`src/rtl/adts_pkg.sv`:
```
// Shared types, codes and tables of the ADTS frame synchroniser.
package adts_pkg;

    localparam int BUF_BYTES_DEF = 16384;
    localparam int MAX_FRAME_DEF = 8192;

    localparam logic [1:0] REQ_STREAM = 2'd0;
    localparam logic [1:0] REQ_END    = 2'd1;
    localparam logic [1:0] REQ_PULL   = 2'd2;

    localparam logic [7:0] SYNC_HI    = 8'hFF;
    localparam logic [7:0] SYNC_MASK  = 8'hF6;
    localparam logic [7:0] SYNC_LO    = 8'hF0;
    localparam logic [3:0] RATE_LIMIT = 4'd13;
    localparam logic [12:0] MIN_FLEN  = 13'd7;
    localparam logic [2:0] HDR_LAST   = 3'd5;

    typedef enum logic [3:0] {
        S_IDLE, S_HUNT, S_HRD, S_HCAP, S_HCHK, S_S0RD, S_S1RD, S_SCHK,
        S_ACC, S_ERD, S_ECAP, S_OUT
    } state_t;

    typedef enum logic [1:0] {
        RD_HDR, RD_SYNC0, RD_SYNC1, RD_EMIT
    } rd_sel_t;

    typedef struct packed {
        logic    store_byte;
        logic    set_end;
        logic    clr_k;
        logic    cap_hdr;
        logic    cap_sync0;
        logic    adv1;
        logic    accept;
        logic    cap_emit;
        logic    out_empty;
        rd_sel_t rd_sel;
    } cmd_t;

    typedef struct packed {
        logic phase;
        logic rem_nz;
        logic fill_ge7;
        logic k_zero;
        logic k_last;
        logic rdata_ff;
        logic hdr_ok;
        logic fits_sync;
        logic can_end;
        logic sync_ok;
    } sts_t;

    function automatic logic [16:0] rate_lookup(input logic [3:0] rix);
        logic [16:0] r;
        begin
            case (rix)
                4'd0:    r = 17'd96000;
                4'd1:    r = 17'd88200;
                4'd2:    r = 17'd64000;
                4'd3:    r = 17'd48000;
                4'd4:    r = 17'd44100;
                4'd5:    r = 17'd32000;
                4'd6:    r = 17'd24000;
                4'd7:    r = 17'd22050;
                4'd8:    r = 17'd16000;
                4'd9:    r = 17'd12000;
                4'd10:   r = 17'd11025;
                4'd11:   r = 17'd8000;
                4'd12:   r = 17'd7350;
                default: r = 17'd0;
            endcase
            return r;
        end
    endfunction

endpackage

```
`src/rtl/adts_ctrl.sv`:
```
// Controller state machine: sequences store, hunt, sync check and emit steps.
module adts_ctrl
    import adts_pkg::*;
(
    input  logic       clk,
    input  logic       rst_n,
    input  logic       in_valid,
    input  logic [1:0] req_type,
    input  logic       out_ready,
    input  sts_t       sts,
    output cmd_t       cmd,
    output logic       in_ready,
    output logic       out_valid
);

    state_t state_reg, state_next;

    always_ff @(posedge clk or negedge rst_n)
    begin
        if (!rst_n)
        begin
            state_reg <= S_IDLE;
        end
        else
        begin
            state_reg <= state_next;
        end
    end

    always_comb
    begin
        state_next = state_reg;
        case (state_reg)
            S_IDLE:
            begin
                if (in_valid && req_type == REQ_PULL)
                begin
                    state_next = S_HUNT;
                end
            end
            S_HUNT:
            begin
                if (sts.phase)
                begin
                    state_next = sts.rem_nz ? S_ERD : S_OUT;
                end
                else if (!sts.fill_ge7)
                begin
                    state_next = S_OUT;
                end
                else
                begin
                    state_next = S_HRD;
                end
            end
            S_HRD:
            begin
                state_next = S_HCAP;
            end
            S_HCAP:
            begin
                if (sts.k_zero && !sts.rdata_ff)
                begin
                    state_next = S_HUNT;
                end
                else if (sts.k_last)
                begin
                    state_next = S_HCHK;
                end
                else
                begin
                    state_next = S_HRD;
                end
            end
            S_HCHK:
            begin
                if (!sts.hdr_ok)
                begin
                    state_next = S_HUNT;
                end
                else if (sts.fits_sync)
                begin
                    state_next = S_S0RD;
                end
                else if (sts.can_end)
                begin
                    state_next = S_ACC;
                end
                else
                begin
                    state_next = S_OUT;
                end
            end
            S_S0RD:  state_next = S_S1RD;
            S_S1RD:  state_next = S_SCHK;
            S_SCHK:  state_next = sts.sync_ok ? S_ACC : S_HUNT;
            S_ACC:   state_next = S_HUNT;
            S_ERD:   state_next = S_ECAP;
            S_ECAP:  state_next = S_OUT;
            S_OUT:
            begin
                if (out_ready)
                begin
                    state_next = S_IDLE;
                end
            end
            default: state_next = S_IDLE;
        endcase
    end

    always_comb
    begin
        cmd       = '0;
        cmd.rd_sel = RD_HDR;
        in_ready  = 1'b0;
        out_valid = 1'b0;
        case (state_reg)
            S_IDLE:
            begin
                in_ready = 1'b1;
                if (in_valid)
                begin
                    cmd.store_byte = (req_type == REQ_STREAM);
                    cmd.set_end    = (req_type == REQ_END);
                end
            end
            S_HUNT:
            begin
                if (sts.phase)
                begin
                    cmd.out_empty = !sts.rem_nz;
                end
                else if (!sts.fill_ge7)
                begin
                    cmd.out_empty = 1'b1;
                end
                else
                begin
                    cmd.clr_k = 1'b1;
                end
            end
            S_HRD:   cmd.rd_sel = RD_HDR;
            S_HCAP:
            begin
                cmd.cap_hdr = 1'b1;
                cmd.adv1    = sts.k_zero && !sts.rdata_ff;
            end
            S_HCHK:
            begin
                cmd.adv1      = !sts.hdr_ok;
                cmd.out_empty = sts.hdr_ok && !sts.fits_sync && !sts.can_end;
            end
            S_S0RD:  cmd.rd_sel = RD_SYNC0;
            S_S1RD:
            begin
                cmd.rd_sel    = RD_SYNC1;
                cmd.cap_sync0 = 1'b1;
            end
            S_SCHK:  cmd.adv1 = !sts.sync_ok;
            S_ACC:   cmd.accept = 1'b1;
            S_ERD:   cmd.rd_sel = RD_EMIT;
            S_ECAP:  cmd.cap_emit = 1'b1;
            S_OUT:   out_valid = 1'b1;
            default: cmd = '0;
        endcase
    end

endmodule

```
`config.mk`:
```
export PLATFORM = sky130hd
export DESIGN_NAME = adts_ctrl
export DESIGN_NICKNAME = d
export VERILOG_FILES = /design/src/rtl/adts_pkg.sv /design/src/rtl/adts_ctrl.sv
export SDC_FILE = /design/constraint.sdc
export NUM_CORES = 1
export LEC_CHECK = 0
export BUFFER_PORTS_ARGS = -buffer_cell sky130_fd_sc_hd__buf_2
export CORE_AREA = 2 2 39 41
export DETAILED_ROUTE_END_ITERATION = 8
export DIE_AREA = 0 0 41 43
export PLACE_DENSITY = 0.69
export SYNTH_ARGS = -nofsm -noshare
export SYNTH_HDL_FRONTEND = slang
export SYNTH_SLANG_ARGS = --single-unit
```
`constraint.sdc`:
```
create_clock -name clk -period 3.8 [get_ports clk]
set_input_delay 0.76 -clock clk [delete_from_list [all_inputs] [get_ports clk]]
set_output_delay 0.76 -clock clk [all_outputs]
set_load 0.1 [all_outputs]
```
-- Word-level counts from Yosys, hierarchy flattened
Cells that the tools add are included.
- memory bits (writable): 0
- ROM bits: 0
- output and inout bits: 13
- latch bits: 0
- memories kept: 0
- logic and storage cells: 57
- bits of input ports: 16
- register bits after elaboration: 4
- divide/modulo/power cells: 0
- shift-type cells: 0
- $lt $le $gt $ge: 0
- eq/ne operators: 15
- $mul: 0
- $add $sub $neg: 0
- bitwise gates (word level): 0
- reductions and logical operators: 13
- muxes and demuxes: 28
- operators by type and width (kind ; number):
    $pmux W4 S12 ; 1
    $mux W4 ; 7
    $eq A4 B3 Y1 const B ; 4
    $eq A4 B4 Y1 const B ; 4
    $mux W1 ; 11
    $eq A4 B2 Y1 const B ; 2
    $mux W2 ; 4
    $logic_not A1 Y1 ; 6
    $mux W3 ; 2
    $pmux W2 S3 ; 1
    $eq A4 B1 Y1 const B ; 1
    $logic_and A1 B1 Y1 ; 4
    $logic_not A4 Y1 ; 1
    $ne A2 B2 Y1 const B ; 2
    $pmux W1 S3 ; 1
    $eq A2 B1 Y1 const B ; 1
    $eq A2 B2 Y1 const B ; 1
    $logic_not A2 Y1 ; 1
    $pmux W1 S2 ; 1
    $reduce_and A2 Y1 ; 1

-- Logic depth before layout (Yosys ltp)
Gate-level depths: netlist of the first run.
- depth in word-level cells: 4
- gate-level depth with buffers: 6
- mapped depth without buffers: 4

-- Least setup slack after synthesis of the first run
No wires, ideal clock.
- kind: register -> output
- start: register state_reg[2]
- end: output cmd[9] (netlist name)
- arrival: 4629 ps
- path buffers: 0
- setup slack: -1589 ps
- cell stages (with the launch flop): 3
- data required time: 3040 ps
- cell sequence: dfrtp_1 nor4_1 and4b_1
- RTL lines (item ; line ; source):
    start, declared ; adts_ctrl.sv:16 ; state_t state_reg, state_next;
    start signal, assigned ; adts_ctrl.sv:26 ; state_reg <= state_next;
    end, declared ; adts_ctrl.sv:11 ; output cmd_t cmd,

==> run summary, run 1 <==
run status -> complete, no violations
antenna diode count -> 0
overall global routing resource usage -> 16.5%
number of input and output port buffers inserted -> 28
clock slew at reported path FFs -> 0.04 ns
CP max stage delay -> 0.67 ns
data required time of the worst path -> 3.04 ns
dominant synthesized flop cell -> dfrtp_1
number of non-filler instances in the completed layout -> 111
Total Routed Length -> 1270 microns
unrepaired setup endpoints after global routing -> false
post-route fraction of the period consumed by the critical path -> 70.4%
number of iterations in the first detailed-routing pass -> 4
Max Clock Freq -> 0.374 GHz
count of final hold-check violations -> 0
via total after detailed routing -> 616
Initial Utilization -> 35.2%
maximum number of pins on one net before global-route repair -> 18
area enclosed by the die boundary -> 1760 sq um
Inst Count DP -> 108
clock root cell -> clkbuf_4
number of maximum-capacitance violations -> 0
cells taking the most area after synthesis -> dfrtp_1 (21%), nand2b_1 (9.0%), a21oi_1 (6.2%), nand2_1 (5.4%), nor2_1 (4.6%)
cells resized by post-CTS repair -> 0
category of the most critical setup path -> flip-flop to primary output
Critical Path End Type -> primary output
number of design rule violations left after detail routing -> 0
path type of the worst min-delay path -> input port to async pin
Chip Height -> 43 microns
Netlist cell types -> 28
total setup buffers inserted after CTS -> 0
Area Growth Syn to Fin -> 36.0%
count of boundary I/O pins -> 29
Rows -> 14
CP arrival -> 1.92 ns
number of flip-flops under the largest register name -> 4
Synth top area share -> 20.6%
pins over their slew limit -> 0
global placer's final weighted congestion -> 0.794
Post-Syn Nets -> 86
routed wirelength normalized by instance count -> 11.5 microns
detailed router's first-iteration violation count -> 13
post-layout min period -> 2.68 ns
Yosys warning total -> 0
post-synthesis sequential area ratio -> 20.6%
antenna violations before repair -> 0
Worst path slowest cell -> dfrtp_1
leading post-synthesis cells by instance count -> nand2_1 (7), nand2b_1 (7), a21oi_1 (6), nor2_1 (6)
Post-synth EDFFs -> 0
worst rel slew slack -> 64.0%
Final ANT Viol Nets -> 0
area of the placeable core -> 1380 sq um
quantity of hold-fixing buffers added after cts -> 0
Critical Path Source Type -> flip-flop
total congestion overflow after global routing -> 0
number of standard cells after synthesis -> 70
post-detailed-route via-to-cell ratio -> 5.55
number of global-route vias before repair -> 513
DPL Wire Length -> 954 microns
clock skew after layout -> 0.00390 ns
critical path cell sequence -> nor2b_1 > nand3_1 > o22ai_1 > buf_2
final total negative setup slack -> 0 ns
CTS buffer count -> 3
largest buffer count on any clock path -> 2
mapped cell area -> 487 sq um
horizontal die dimension -> 41 microns
H-tree depth -> 1
clock insertion delay at the later pin of the skew report -> 0.24 ns
cell type with the largest total area after synthesis -> dfrtp_1
layout cell share with drive strength beyond 1 -> 36.8%
Post-synth ARST share -> 100%
global-route wire length before repair -> 2010 microns
post-synthesis area per instance -> 6.95 sq um
number of sinks handled by clock tree synthesis -> 4
TritonCTS clock tree -> yes
slew at the pin closest to its max-slew limit -> 0.541 ns
Finish-stage setup viols -> 0
kind of cell adding the most delay to the critical path -> flip-flops
total non-filler cell area in the finished layout -> 662 sq um
final design utilization -> 47.8%
layout net count -> 113
Worst Path Buf+Inv -> 1
placement-stage cell area -> 639 sq um
biggest fanout along the worst timing path -> 15
Synth Register Bits -> 4
per-stage QoR:
step	worst slack, ns	hold slack, ns
2_1_floorplan	0.260	0.464
3_3_place_gp	1.21	0.564
3_5_place_dp	1.17	0.569
4_1_cts	1.14	0.311
5_1_grt	1.02	0.320
6_report	1.12	0.313
area by class of cell:
type,instances,area (sq um)
Clock buffer,3,22.5
Fill cell,144,722
Multi-Input combinational cell,60,379
Sequential cell,4,100
Tap cell,16,20.0
Timing Repair Buffer,28,140
cells in the final DEF (no fill, tap or decap), types with 2 or more instances in the layout:
cell type | Yosys | routed
nand3_1 | 4 | 4
a21boi_0 | 2 | 2
o22ai_1 | 3 | 3
nor3b_1 | 2 | 2
buf_2 | 4 | 28
nand2_1 | 7 | 7
nor2b_1 | 2 | 2
nand2b_1 | 7 | 7
o211ai_1 | 2 | 2
nor3_1 | 2 | 2
clkbuf_4 | 0 | 3
nand3b_1 | 2 | 2
o21ai_0 | 3 | 3
dfrtp_1 | 4 | 4
a21oi_1 | 6 | 6
nor2_1 | 6 | 6
layer usage:
| layer | GRT usage [%] | up-vias | share of wire (%) |
|---|---|---|---|
| li1 | - | 313 | - |
| met1 | 21.0 | 279 | 43 |
| met2 | 24.4 | 22 | 49 |
| met3 | 3.14 | 2 | 6.7 |
| met4 | 10.0 | 0 | 1.6 |
| met5 | 0 | - | 0 |
logic make-up after synthesis:
group           count (synthesis)  share of synthesized area [%]
flops                           4                           20.6
simple gates                   41                           48.8
mux                             1                           2.06
compound gates                 18                           22.6
buf+inv                         6                           5.91
path summary, 6_finish.rpt:
kind                         startpoint            to  slack [ns]  depth (start not counted)
min reg2reg                state_reg[0]  state_reg[3]        0.81                          2
max in group asynchronous         rst_n  state_reg[2]        3.37                          1
max reg2reg                state_reg[1]  state_reg[1]        2.26                          4
max                        state_reg[2]        cmd[2]        1.12                          4
min in group clk                 sts[5]  state_reg[1]        0.76                          2
min                               rst_n  state_reg[3]        0.31                          1
Power of run 1 is not shown: default switching activity piles up to over one toggle a cycle in this logic, so the estimate is an artifact.
==> run 2: changes to the inputs <==
==> constraint.sdc (replaced) <==
create_clock -name clk -period 2.7 [get_ports clk]
set_input_delay 0.54 -clock clk [delete_from_list [all_inputs] [get_ports clk]]
set_output_delay 0.54 -clock clk [all_outputs]
set_load 0.1 [all_outputs]
==> run 2 against run 1 <==
Setup slack worse by 0.93 ns. Critical endpoint unchanged. Largest cell class unchanged. Critical path depth increased by 1. Flip-flop and latch count did not move. Routed wire length up 15%. Core utilization is 3.5 points higher. Via count up 2.9%. Non-clock buffer count is 2 higher. Global-route usage grew 3.8 points. First-iteration DRC count shrank 15%. Final cell count up 1.8%. Worst hold slack lost 0.23 ns.
==> run summary, run 2 (same netlist as run 1, synthesis figures left out) <==
run status -> complete, no violations (unchanged)
Finish-stage setup viols -> 0 (unchanged)
quantity of hold-fixing buffers added after cts -> 0 (unchanged)
CP arrival -> 1.97 ns (was 1.92 ns)
category of the most critical setup path -> flip-flop to primary output (unchanged)
layout cell share with drive strength beyond 1 -> 43.3% (was 36.8%)
largest buffer count on any clock path -> 2 (unchanged)
via total after detailed routing -> 634 (was 616)
Final ANT Viol Nets -> 0 (unchanged)
commonest non-fill, non-tap cell in the layout -> buf_2 (unchanged)
clock insertion delay at the later pin of the skew report -> 0.25 ns (was 0.24 ns)
met3 global-route usage -> 3.14% (unchanged)
critical path cell sequence -> nand2b_1 > nor3_1 > nand2_1 > o22ai_2 > buf_2 (was nor2b_1 > nand3_1 > o22ai_1 > buf_2)
post-route fraction of the period consumed by the critical path -> 92.8%
slew at the pin closest to its max-slew limit -> 0.573 ns (was 0.541 ns)
number of global-route vias before repair -> 583 (was 513)
horizontal die dimension -> 41 microns (unchanged)
Rows -> 14 (unchanged)
CP max stage delay -> 0.63 ns (was 0.67 ns)
number of iterations in the first detailed-routing pass -> 4 (unchanged)
overall global routing resource usage -> 20.3% (was 16.5%)
kind of cell adding the most delay to the critical path -> flip-flops (unchanged)
total congestion overflow after global routing -> 0 (unchanged)
layout net count -> 115 (was 113)
number of sinks handled by clock tree synthesis -> 4 (unchanged)
flop-to-flop setup slack -> 1.10 ns (was 2.26 ns)
CTS buffer count -> 3 (unchanged)
Initial Utilization -> 35.2% (unchanged)
Max Clock Freq -> 0.399 GHz
Area Growth Syn to Fin -> 46.0% (was 36.0%)
number of flip-flops under the largest register name -> 4 (unchanged)
routed wirelength normalized by instance count -> 13.0 microns (was 11.5 microns)
antenna violations before repair -> 0 (unchanged)
Worst Path Buf+Inv -> 1 (unchanged)
maximum number of pins on one net before global-route repair -> 15 (was 18)
highest-count cells in the layout ignoring fill and taps -> buf_2 (28), nand2_1 (7), nand2b_1 (7) (unchanged)
area of the placeable core -> 1380 sq um (unchanged)
biggest fanout along the worst timing path -> 14 (was 15)
Critical Path Source Type -> flip-flop (unchanged)
count of boundary I/O pins -> 29 (unchanged)
final hold slack -> 0.0872 ns (was 0.313 ns)
area enclosed by the die boundary -> 1760 sq um (unchanged)
detailed router's first-iteration violation count -> 11 (was 13)
post-detailed-route via-to-cell ratio -> 5.61 (was 5.55)
Total Routed Length -> 1470 microns (was 1270 microns)
global-route wire length before repair -> 2410 microns (was 2010 microns)
pins over their slew limit -> 0 (unchanged)
busiest metal layer after global routing -> met2 (unchanged)
Chip Height -> 43 microns (unchanged)
first element of the critical path -> state_reg[0] (was state_reg[2])
Critical Path End Type -> primary output (unchanged)
antenna diode count -> 0 (unchanged)
clock slew at reported path FFs -> 0.04 ns (about the same)
path type of the worst min-delay path -> input port to async pin (unchanged)
post-layout min period -> 2.51 ns
Worst path slowest cell -> dfrtp_1 (unchanged)
clock root cell -> clkbuf_4 (unchanged)
Global Route met1 Usage -> 23.9% (was 21.0%)
unrepaired setup endpoints after global routing -> false (unchanged)
H-tree depth -> 1 (unchanged)
worst flop-to-flop path startpoint -> state_reg[3] (was state_reg[1])
number of input and output port buffers inserted -> 28 (unchanged)
number of design rule violations left after detail routing -> 0 (unchanged)
total setup buffers inserted after CTS -> 0 (unchanged)
TritonCTS clock tree -> yes (unchanged)
data required time of the worst path -> 2.16 ns (was 3.04 ns)
DPL Wire Length -> 1170 microns (was 954 microns)
count of final hold-check violations -> 0 (unchanged)
cells resized by post-CTS repair -> 0 (unchanged)
clock skew after layout -> 0.00528 ns (was 0.00390 ns)
worst rel slew slack -> 61.8% (was 64.0%)
GR Util met2 -> 32.2% (was 24.4%)
global placer's final weighted congestion -> 0.805 (was 0.794)
number of maximum-capacitance violations -> 0 (unchanged)
[run 2: routing by layer]
metal  vias up  part of all wire (%)
li1        315                     -
met1       286                    40
met2        28                    52
met3         5                   5.5
met4         0                   2.5
met5         -                     0
[run 2: cell type report]
class	instances	area (sq um)
Fill cell	156	673
Multi-Input combinational cell	60	413
Timing Repair Buffer	30	155
Sequential cell	4	100
Clock buffer	3	22.5
Tap cell	16	20.0
[run 2: path summary, 6_finish.rpt]
| kind | to | cells past startpoint |
|---|---|---|
| min | state_reg[3] | 1 |
| min in group clk | state_reg[1] | 2 |
| max reg2reg | state_reg[0] | 3 |
| max | cmd[2] | 5 |
| max in group asynchronous | state_reg[0] | 1 |
| min reg2reg | state_reg[3] | 2 |
[run 2: metrics by stage]
step | cells | worst slack [ns] | setup TNS (ns) | cell area (sq um) | utilization (%)
after global placement | 110 | 0.495 | 0 | 688 | 49.7
final | 113 | 0.194 | 0 | 711 | 51.4
after detailed placement | 110 | 0.468 | 0 | 688 | 49.7
after floorplan | 70 | -0.413 | -0.628 | 542 | -
after CTS | 113 | 0.203 | 0 | 711 | 51.4
after global routing | 113 | 0.0673 | 0 | 711 | 51.4
Power of run 2 is left out for the same reason.
